**config.mk**
```make
export PLATFORM = sky130hd
export DESIGN_NAME = mma_mul
export DESIGN_NICKNAME = d
export VERILOG_FILES = /design/src/sv/mma_pkg.sv /design/src/sv/mma_mul.sv
export SDC_FILE = /design/constraint.sdc
export NUM_CORES = 2
export LEC_CHECK = 0
export BUFFER_PORTS_ARGS = -buffer_cell sky130_fd_sc_hd__buf_2
export CORE_ASPECT_RATIO = 0.9
export CORE_MARGIN = 5
export CORE_UTILIZATION = 60
export CTS_BUF_LIST = sky130_fd_sc_hd__clkbuf_8
export DETAILED_ROUTE_END_ITERATION = 10
export HOLD_SLACK_MARGIN = 0.08
export PLACE_DENSITY = 0.82
export RECOVER_POWER = 25
export SLEW_MARGIN = 20
export SYNTH_ARGS = -nofsm -noshare
export SYNTH_HDL_FRONTEND = slang
export SYNTH_SLANG_ARGS = --single-unit
export TNS_END_PERCENT = 10
```
**constraint.sdc**
```tcl
create_clock -name clk_i -period 11.53 [get_ports clk_i]
set_clock_uncertainty 0.2 [all_clocks]
set_input_delay 1.153 -clock clk_i [delete_from_list [all_inputs] [get_ports clk_i]]
set_output_delay 1.153 -clock clk_i [all_outputs]
set_load 0.05 [all_outputs]
```
**src/sv/mma_pkg.sv**
```systemverilog
// Shared types, constants and helpers for the multipole moment accumulator.
`default_nettype none

package mma_pkg;

  localparam int FRAC_BITS = 16;

  localparam int IN_W   = 32;
  localparam int SUM_W  = 64;
  localparam int LIMB_W = 32;
  localparam int MAG_W  = 2 * LIMB_W;
  localparam int PROD_W = 2 * MAG_W;
  localparam int OP_W   = MAG_W + 1;

  // Scaled density stays below 2^(63-FRAC_BITS); each rounded square below 2^(64-FRAC_BITS).
  localparam int Q_W  = 65 - FRAC_BITS;
  localparam int R_W  = IN_W + 1;
  localparam int D2_W = 67 - FRAC_BITS;

  localparam int CFG_ADDR_W = 3;

  localparam logic [CFG_ADDR_W-1:0] CFG_ORIGIN_X     = 3'd0;
  localparam logic [CFG_ADDR_W-1:0] CFG_ORIGIN_Y     = 3'd1;
  localparam logic [CFG_ADDR_W-1:0] CFG_ORIGIN_Z     = 3'd2;
  localparam logic [CFG_ADDR_W-1:0] CFG_VOLUME       = 3'd3;
  localparam logic [CFG_ADDR_W-1:0] CFG_DENSITY_MODE = 3'd4;

  localparam logic [IN_W-1:0] VOLUME_RESET = 32'd65536;

  localparam logic [SUM_W-1:0] SUM_MAX = {1'b0, {(SUM_W-1){1'b1}}};
  localparam logic [SUM_W-1:0] SUM_MIN = {1'b1, {(SUM_W-1){1'b0}}};

  typedef struct packed {
    logic                   start;
    logic signed [OP_W-1:0] a;
    logic signed [OP_W-1:0] b;
    logic                   a_wide;
    logic                   b_wide;
  } mul_req_t;

  typedef struct packed {
    logic             done;
    logic [SUM_W-1:0] res;
    logic             sat;
  } mul_rsp_t;

  // Saturating signed add; result is {saturated, sum}.
  function automatic logic [SUM_W:0] add_sat(input logic [SUM_W-1:0] a,
                                             input logic [SUM_W-1:0] b);
    logic [SUM_W-1:0] s;
    logic             ovf;
    s   = a + b;
    ovf = (a[SUM_W-1] == b[SUM_W-1]) && (s[SUM_W-1] != a[SUM_W-1]);
    if (ovf) begin
      return {1'b1, (a[SUM_W-1] ? SUM_MIN : SUM_MAX)};
    end
    return {1'b0, s};
  endfunction

endpackage

`default_nettype wire

```
**src/sv/mma_mul.sv**
```systemverilog
// Shared multiplier: 32x32 partial products, round to nearest, saturate to 64 bits.
`default_nettype none

module mma_mul (
  input  wire logic              clk_i,
  input  wire logic              rst_ni,
  input  wire mma_pkg::mul_req_t req_i,
  output mma_pkg::mul_rsp_t      rsp_o
);

  import mma_pkg::*;

  typedef enum logic [1:0] {
    PH_IDLE,
    PH_MUL,
    PH_FIN
  } phase_e;

  localparam logic [PROD_W-1:0] HALF = PROD_W'(1) << (FRAC_BITS - 1);
  localparam int MAG_OUT_W = PROD_W - FRAC_BITS;

  phase_e            phase_q;
  logic [1:0]        step_q, step_d;
  logic [MAG_W-1:0]  a_q, b_q;
  logic              neg_q, a_wide_q, b_wide_q;
  logic [PROD_W-1:0] acc_q;
  mul_rsp_t          rsp_q;

  logic [MAG_W-1:0]     a_mag, b_mag;
  logic [LIMB_W-1:0]    a_limb, b_limb;
  logic [MAG_W-1:0]     pp;
  logic [PROD_W-1:0]    pp_shift;
  logic                 last_step;
  logic [MAG_OUT_W-1:0] mag;
  logic [SUM_W-1:0]     mag_lo, limit, res;
  logic                 sat;

  always_comb begin
    a_mag = req_i.a[OP_W-1] ? MAG_W'(-req_i.a) : MAG_W'(req_i.a);
    b_mag = req_i.b[OP_W-1] ? MAG_W'(-req_i.b) : MAG_W'(req_i.b);

    a_limb = step_q[1] ? a_q[MAG_W-1:LIMB_W] : a_q[LIMB_W-1:0];
    b_limb = step_q[0] ? b_q[MAG_W-1:LIMB_W] : b_q[LIMB_W-1:0];
    pp     = MAG_W'(a_limb) * MAG_W'(b_limb);

    case (step_q)
      2'b00:   pp_shift = PROD_W'(pp);
      2'b11:   pp_shift = PROD_W'(pp) << (2 * LIMB_W);
      default: pp_shift = PROD_W'(pp) << LIMB_W;
    endcase

    // Visit only the limb pairs that can be nonzero.
    last_step = 1'b1;
    step_d    = step_q;
    case (step_q)
      2'b00: begin
        if (b_wide_q) begin
          step_d    = 2'b01;
          last_step = 1'b0;
        end else if (a_wide_q) begin
          step_d    = 2'b10;
          last_step = 1'b0;
        end
      end
      2'b01: begin
        if (a_wide_q) begin
          step_d    = 2'b10;
          last_step = 1'b0;
        end
      end
      2'b10: begin
        if (b_wide_q) begin
          step_d    = 2'b11;
          last_step = 1'b0;
        end
      end
      default: ;
    endcase

    // The rounding half was preloaded into the accumulator.
    mag    = acc_q[PROD_W-1:FRAC_BITS];
    mag_lo = mag[SUM_W-1:0];
    limit  = neg_q ? SUM_MIN : SUM_MAX;
    sat    = (|mag[MAG_OUT_W-1:SUM_W]) || (mag_lo > limit);
    if (sat) begin
      res = neg_q ? SUM_MIN : SUM_MAX;
    end else begin
      res = neg_q ? -mag_lo : mag_lo;
    end
  end

  always_ff @(posedge clk_i or negedge rst_ni) begin
    if (!rst_ni) begin
      phase_q <= PH_IDLE;
      step_q  <= 2'b00;
      rsp_q   <= '0;
    end else begin
      rsp_q.done <= 1'b0;
      unique case (phase_q)
        PH_IDLE: begin
          if (req_i.start) begin
            step_q  <= 2'b00;
            phase_q <= PH_MUL;
          end
        end
        PH_MUL: begin
          step_q <= step_d;
          if (last_step) begin
            phase_q <= PH_FIN;
          end
        end
        PH_FIN: begin
          rsp_q.done <= 1'b1;
          rsp_q.res  <= res;
          rsp_q.sat  <= sat;
          phase_q    <= PH_IDLE;
        end
        default: phase_q <= PH_IDLE;
      endcase
    end
  end

  always_ff @(posedge clk_i) begin
    if (phase_q == PH_IDLE && req_i.start) begin
      a_q      <= a_mag;
      b_q      <= b_mag;
      neg_q    <= req_i.a[OP_W-1] ^ req_i.b[OP_W-1];
      a_wide_q <= req_i.a_wide;
      b_wide_q <= req_i.b_wide;
      acc_q    <= HALF;
    end else if (phase_q == PH_MUL) begin
      acc_q <= acc_q + pp_shift;
    end
  end

  assign rsp_o = rsp_q;

endmodule

`default_nettype wire

```
# After elaboration in Yosys (flattened, before gate mapping)
# Index checks and enable logic that the tools add are counted.
word_totals:
  inputBits: 135
  register_bits: 329
  elab_cells: 57
  output_inout_bits: 66
classes:
  mux: 22
  eq_ne: 9
  n_bitwise: 1
  n_reduce_logical: 8
  n_mul: 1
  magnitude_cmp: 1
  add_sub_neg: 4
op_table:
  columns: ["op", "count"]
  rows:
  - ["2-to-1 mux 64 bit", 5]
  - ["case mux 128 bit (2 select lines)", 1]
  - ["negator 64 bit", 3]
  - ["adder 128 bit", 1]
  - ["2-to-1 mux 66 bit", 1]
  - ["> comparator 64 bit", 1]
  - ["multiplier 32 x 32 -> 64 bit", 1]
  - ["2-to-1 mux 32 bit", 2]
  - ["OR reduction 48 bit", 1]
  - ["2-to-1 mux 2 bit", 6]
  - ["case mux 2 bit (2 select lines)", 2]
  - ["== test 2 bit, second input constant", 3]
  - ["case mux 2 bit (3 select lines)", 1]
  - ["== test 2 x 1 -> 1 bit, second input constant", 2]
  - ["logical NOT 2 bit", 2]
  - ["inequality test 2 bit, second input constant", 2]
  - ["inequality test 4 x 1 -> 1 bit, second input constant", 1]
  - ["AND reduction 4 bit", 1]
  - ["2-to-1 mux 1 bit", 3]
  - ["inequality test 3 bit, second input constant", 1]
  - ["case mux 1 bit (3 select lines)", 1]
  - ["AND reduction 2 bit", 1]
  - ["nonzero test 2 bit", 1]
  - ["logical AND 1 bit", 1]
  - ["2 further kinds", 2]

# Longest topological paths before layout
depth:
  depth_word: 5
  mapped_depth: 46
  mapped_depth_nobuf: 40

# Least setup slack after synthesis
# Ideal clock, no wire load.
synth_timing:
  path_type: "reg2reg"
  startpoint: "reg step_q[1]"
  endpoint: "reg acc_q[126]"
  synth_period_minus_slack_ns: 11.626
  setup_time_ns: 0.062
  n_path_buf: 6
  arrival_ns: 11.364
  path_stages_with_launch: 41
  required_time_ns: 11.268
  setup_slack_ns: -0.096
  path_cell_list: "dfrtp_1 -> clkbuf_1 -> clkbuf_1 -> clkbuf_1 -> mux2i_1 -> clkbuf_1 -> nor2_1 -> fa_1 -> fa_1 -> inv_1 -> fa_1 -> fa_1 -> inv_1 -> fa_1 -> fa_1 -> fa_1 -> fa_1 -> ha_1 -> [... 5 more ...] -> o21ai_0 -> o221ai_1 -> a21o_1 -> nand2_1 -> xnor2_1 -> a22o_1 -> ha_1 -> clkbuf_1 -> nand4_1 -> or3_1 -> nor4_1 -> nand3_1 -> o22ai_1 -> a21oi_1 -> o21ai_0 -> a31oi_1 -> or4_1 -> nand3_1"
synth_between:
  elab_chain_cells: 4
  elab_cells_between_ends: 6
  cone_classes: "add/sub (1); mul (1); eq/ne (1); mux (2); reduce/logical (1)"
synth_rtl:
  columns: ["element", "line_no", "source"]
  rows:
  - ["start, declared", "mma_mul.sv:23", "logic [1:0] step_q, step_d;"]
  - ["start signal, assigned", "mma_mul.sv:107", "step_q <= step_d;"]
  - ["2-to-1 mux 32 bit", "mma_mul.sv:42", "a_limb = step_q[1] ? a_q[MAG_W-1:LIMB_W] : a_q[LIMB_W-1:0];"]
  - ["multiplier 32 x 32 -> 64 bit", "mma_mul.sv:44", "pp = MAG_W'(a_limb) * MAG_W'(b_limb);"]
  - ["case mux 128 bit (2 select lines) *", "mma_mul.sv:46", "case (step_q)"]
  - ["adder 128 bit *", "mma_mul.sv:132", "acc_q <= acc_q + pp_shift;"]
  - ["end signal, assigned", "mma_mul.sv:132", null]
  - ["end, declared", "mma_mul.sv:26", "logic [PROD_W-1:0] acc_q;"]
# Mark *: on every way between the ends. The rest lies on a longest branch, timed or not.
# A chain may end at the register's enable or synchronous reset.

# Worst setup path after layout
layout_timing:
  startpoint: "reg step_q[1]"
  endpoint: "reg acc_q[117]"
# The elaborated chain is that of the path after synthesis.

==> results.yml <==
outcome:
  status: "finished with violations"
  violations: "max-capacitance violations, max-slew violations"
clock_tree:
  cts_max_level: 2
  cts_buffers: 59
  clk_latency_ns: 0.75
  root_buffer: "clkbuf_8"
  cts.clk_slew.worst_paths_ns: 0.07
  cts_sinks: 329
  clk_path_buf_depth: 3
  cts_tree: "built"
route:
  wl_um: 210000
  firstDrtPassIters: 6
  drc_errors: 0
  vias_per_cell: 6.21
  drt-wirelength-per-cell_um: 23.5
  vias: 55500
  ant_nets: 0
  drt_iter0_drc: 6564
setup_path:
  critPathArrivalTime_ns: 11.78
  cpMostUsedCell: "fa_1"
  max_stage_delay_ns: 0.59
  crit_type: "flop to flop"
  crit_slowest_cell: "fa_1"
  end_kind: "flop"
  required_ns: 11.93
  worst_setup_path_start_kind: "flop"
  crit_fanout: 12
global_routing:
  busiest_layer: "met2"
  grt_pass1_wl_um: 317000
  grt_use_met3_pct: 14.2
  grt_pass1_vias: 54900
  grt_util_met1_pct: 52.4
  antenna_found_initial: 11
  grt_max_degree: 119
  grt.overflow.total: 0
  gr-usage-all-layers_pct: 39.1
  grt_use_met2_pct: 57.5
sta:
  worst_pin_slew_ns: 3.46
  maxSlewHeadroom_pct: -131
  post-route-min-period_ns: 11.38
  rsz0062_at_grt: "true"
  drv_slew: 282
  finalSetupViolCount: 0
  hold_viol_final: 0
  fin_crit_sh_pct: 98.7
  max_freq_ghz: 0.0879
  holdWs_ns: 0.269
cells_and_area:
  layout_commonest_cell: "inv_1"
  fin_nets: 9100
  syn2layout_area_growth_pct: 16.6
  most-common-layout-cells: "inv_1, fa_1, nand2_1"
  drive_above_1_share_pct: 16.5
yosys:
  seq_area_frac_synth_pct: 14.0
  synth-edff-count: 131
  netlist_instances: 6968
  async_flop_share_pct: 21.3
  synth_nets: 8469
  synth-main-ff-cell: "edfxtp_1"
  ys_warn_count: 0
  ys_ff_latch: 329
  yosysUniqueCellTypes: 89
  synth_area_mm2: 0.0591
  avgSynthCellArea_um2: 8.48
place:
  hpwl_um: 173000
  gp_congestion: 1.06
  io_buffers: 200
floorplanning:
  start_util_pct: 60.3
  dieArea_mm2: 0.105
  core-area_mm2: 0.0979
  die_w_um: 341
  die_h_um: 308
  ios: 201
  rows: 109
min_path:
  hold_class: "flop to flop"
run:
  drv_cap: 5
-- synth_stat cells, types with 6 or more instances --
master	n	area [um2]
a31oi_1	29	181
o31ai_1	114	856
nor3_1	57	285
and3_1	20	125
mux2i_1	63	631
or4_1	33	248
mux2_2	47	529
clkbuf_1	334	1250
nand3_1	61	305
xnor2_1	226	1980
a221o_1	6	60.1
nand4_1	113	707
inv_1	937	3520
nor2b_1	21	131
nor2_1	778	2920
or3_1	48	300
a22o_1	45	394
o22ai_1	14	87.6
a21o_1	129	968
dfrtp_1	70	1750
a21boi_0	16	120
xor2_1	85	744
ha_1	469	5870
o41ai_1	19	166
o211ai_1	23	173
a211oi_1	22	165
nor4_1	37	231
and4_1	11	96.3
a21oi_1	401	2010
and2_1	57	357
fa_1	897	18000
o21ai_0	348	1740
or2_2	27	169
mux2_1	14	158
nand2_1	887	3330
o21bai_1	61	458
a211o_1	6	52.6
o21a_1	17	128
buf_1	11	41.3
dfxtp_1	128	2560
nand2b_1	49	307
edfxtp_1	131	3930
a221oi_1	8	70.1
-- cell type report --
| class | instances | area, um2 |
|---|---|---|
| Clock buffer | 65 | 895 |
| Sequential cell | 329 | 8260 |
| Multi-Input combinational cell | 5353 | 47000 |
| Antenna cell | 6 | 15.0 |
| Inverter | 938 | 3520 |
| Clock inverter | 45 | 298 |
| Timing Repair Buffer | 918 | 7280 |
| Tap cell | 1276 | 1600 |
| Fill cell | 7660 | 29100 |
-- stage by stage --
stage	area, um2	instances	util [%]	worst slack [ns]	TNS (ns)
floorplan	59100	6968	-	0.0586	0
global placement	66700	8789	68.1	-0.130	-0.435
detailed placement	66700	8789	68.1	-0.265	-1.32
CTS	67900	8900	69.3	-0.0106	-0.0168
global route	68900	8926	70.3	-0.0819	-0.558
finish	68900	8930	70.3	0.147	0
-- cells by family (layout without fill, tap and decap cells) --
family / Yosys count / count (layout) / share of synthesized area, %
compound gates: 1321 / 1321 / 14.0
buf+inv: 1286 / 1966 / 8.19
xor+xnor: 311 / 311 / 4.61
other cells: 0 / 6 / 0
flops: 329 / 329 / 14.0
simple gates: 2231 / 2231 / 16.7
mux: 124 / 124 / 2.23
fa+ha+maj: 1366 / 1366 / 40.3
-- worst paths after layout --
path	start	to	slack, ns	cells past startpoint
max	step_q[1]$_DFFE_PN0P_	acc_q[117]$_SDFFE_PP0P_	0.15	40
min	acc_q[10]$_SDFFE_PP0P_	acc_q[10]$_SDFFE_PP0P_	0.27	2
max reg2reg	step_q[1]$_DFFE_PN0P_	acc_q[117]$_SDFFE_PP0P_	0.15	40
min reg2reg	acc_q[10]$_SDFFE_PP0P_	acc_q[10]$_SDFFE_PP0P_	0.27	2
max in group asynchronous	rst_ni	rsp_o[3]$_DFFE_PN0P_	6.32	3
min in group asynchronous	rst_ni	step_q[1]$_DFFE_PN0P_	0.96	2
-- what timing repair did --
action | 4_1_cts | 5_1_grt
gates resized for setup | 11 | 164
pin swaps | 0 | 42
hold buffers | 1 | 0
cloned | 0 | 2
endpoints found under the setup margin | 18 | 62
setup buffers | 0 | 21
hold endpoints to repair | 4 | 0
-- worst max-delay path, delay by kind of cell, from the launching register on --
family / cells / cell delay, ns
mux: 1 / 0.23
compound gates: 11 / 2.31
flops: 1 / 0.49
simple gates: 7 / 1.37
xor+xnor: 2 / 0.62
fa+ha+maj: 10 / 4.58
buf+inv: 9 / 1.39
-- layer usage --
layer	vias up	routed length (um)	part of all wire (%)
met5	-	7	0.0033
met4	2	11300	5.4
met3	750	30600	15
met2	3593	89000	42
met1	26900	79400	38
li1	24200	-	-
-- registers in the layout, indices dropped and copies added (netlist names) --
register / flops
a_wide_q: 1
step_q: 2
a_q: 64
acc_q: 128
b_q: 64
rsp_o: 66
b_wide_q: 1
phase_q: 2
neg_q: 1
Power is not shown: default switching activity piles up to over one toggle a cycle in this logic, so the estimate is an artifact.
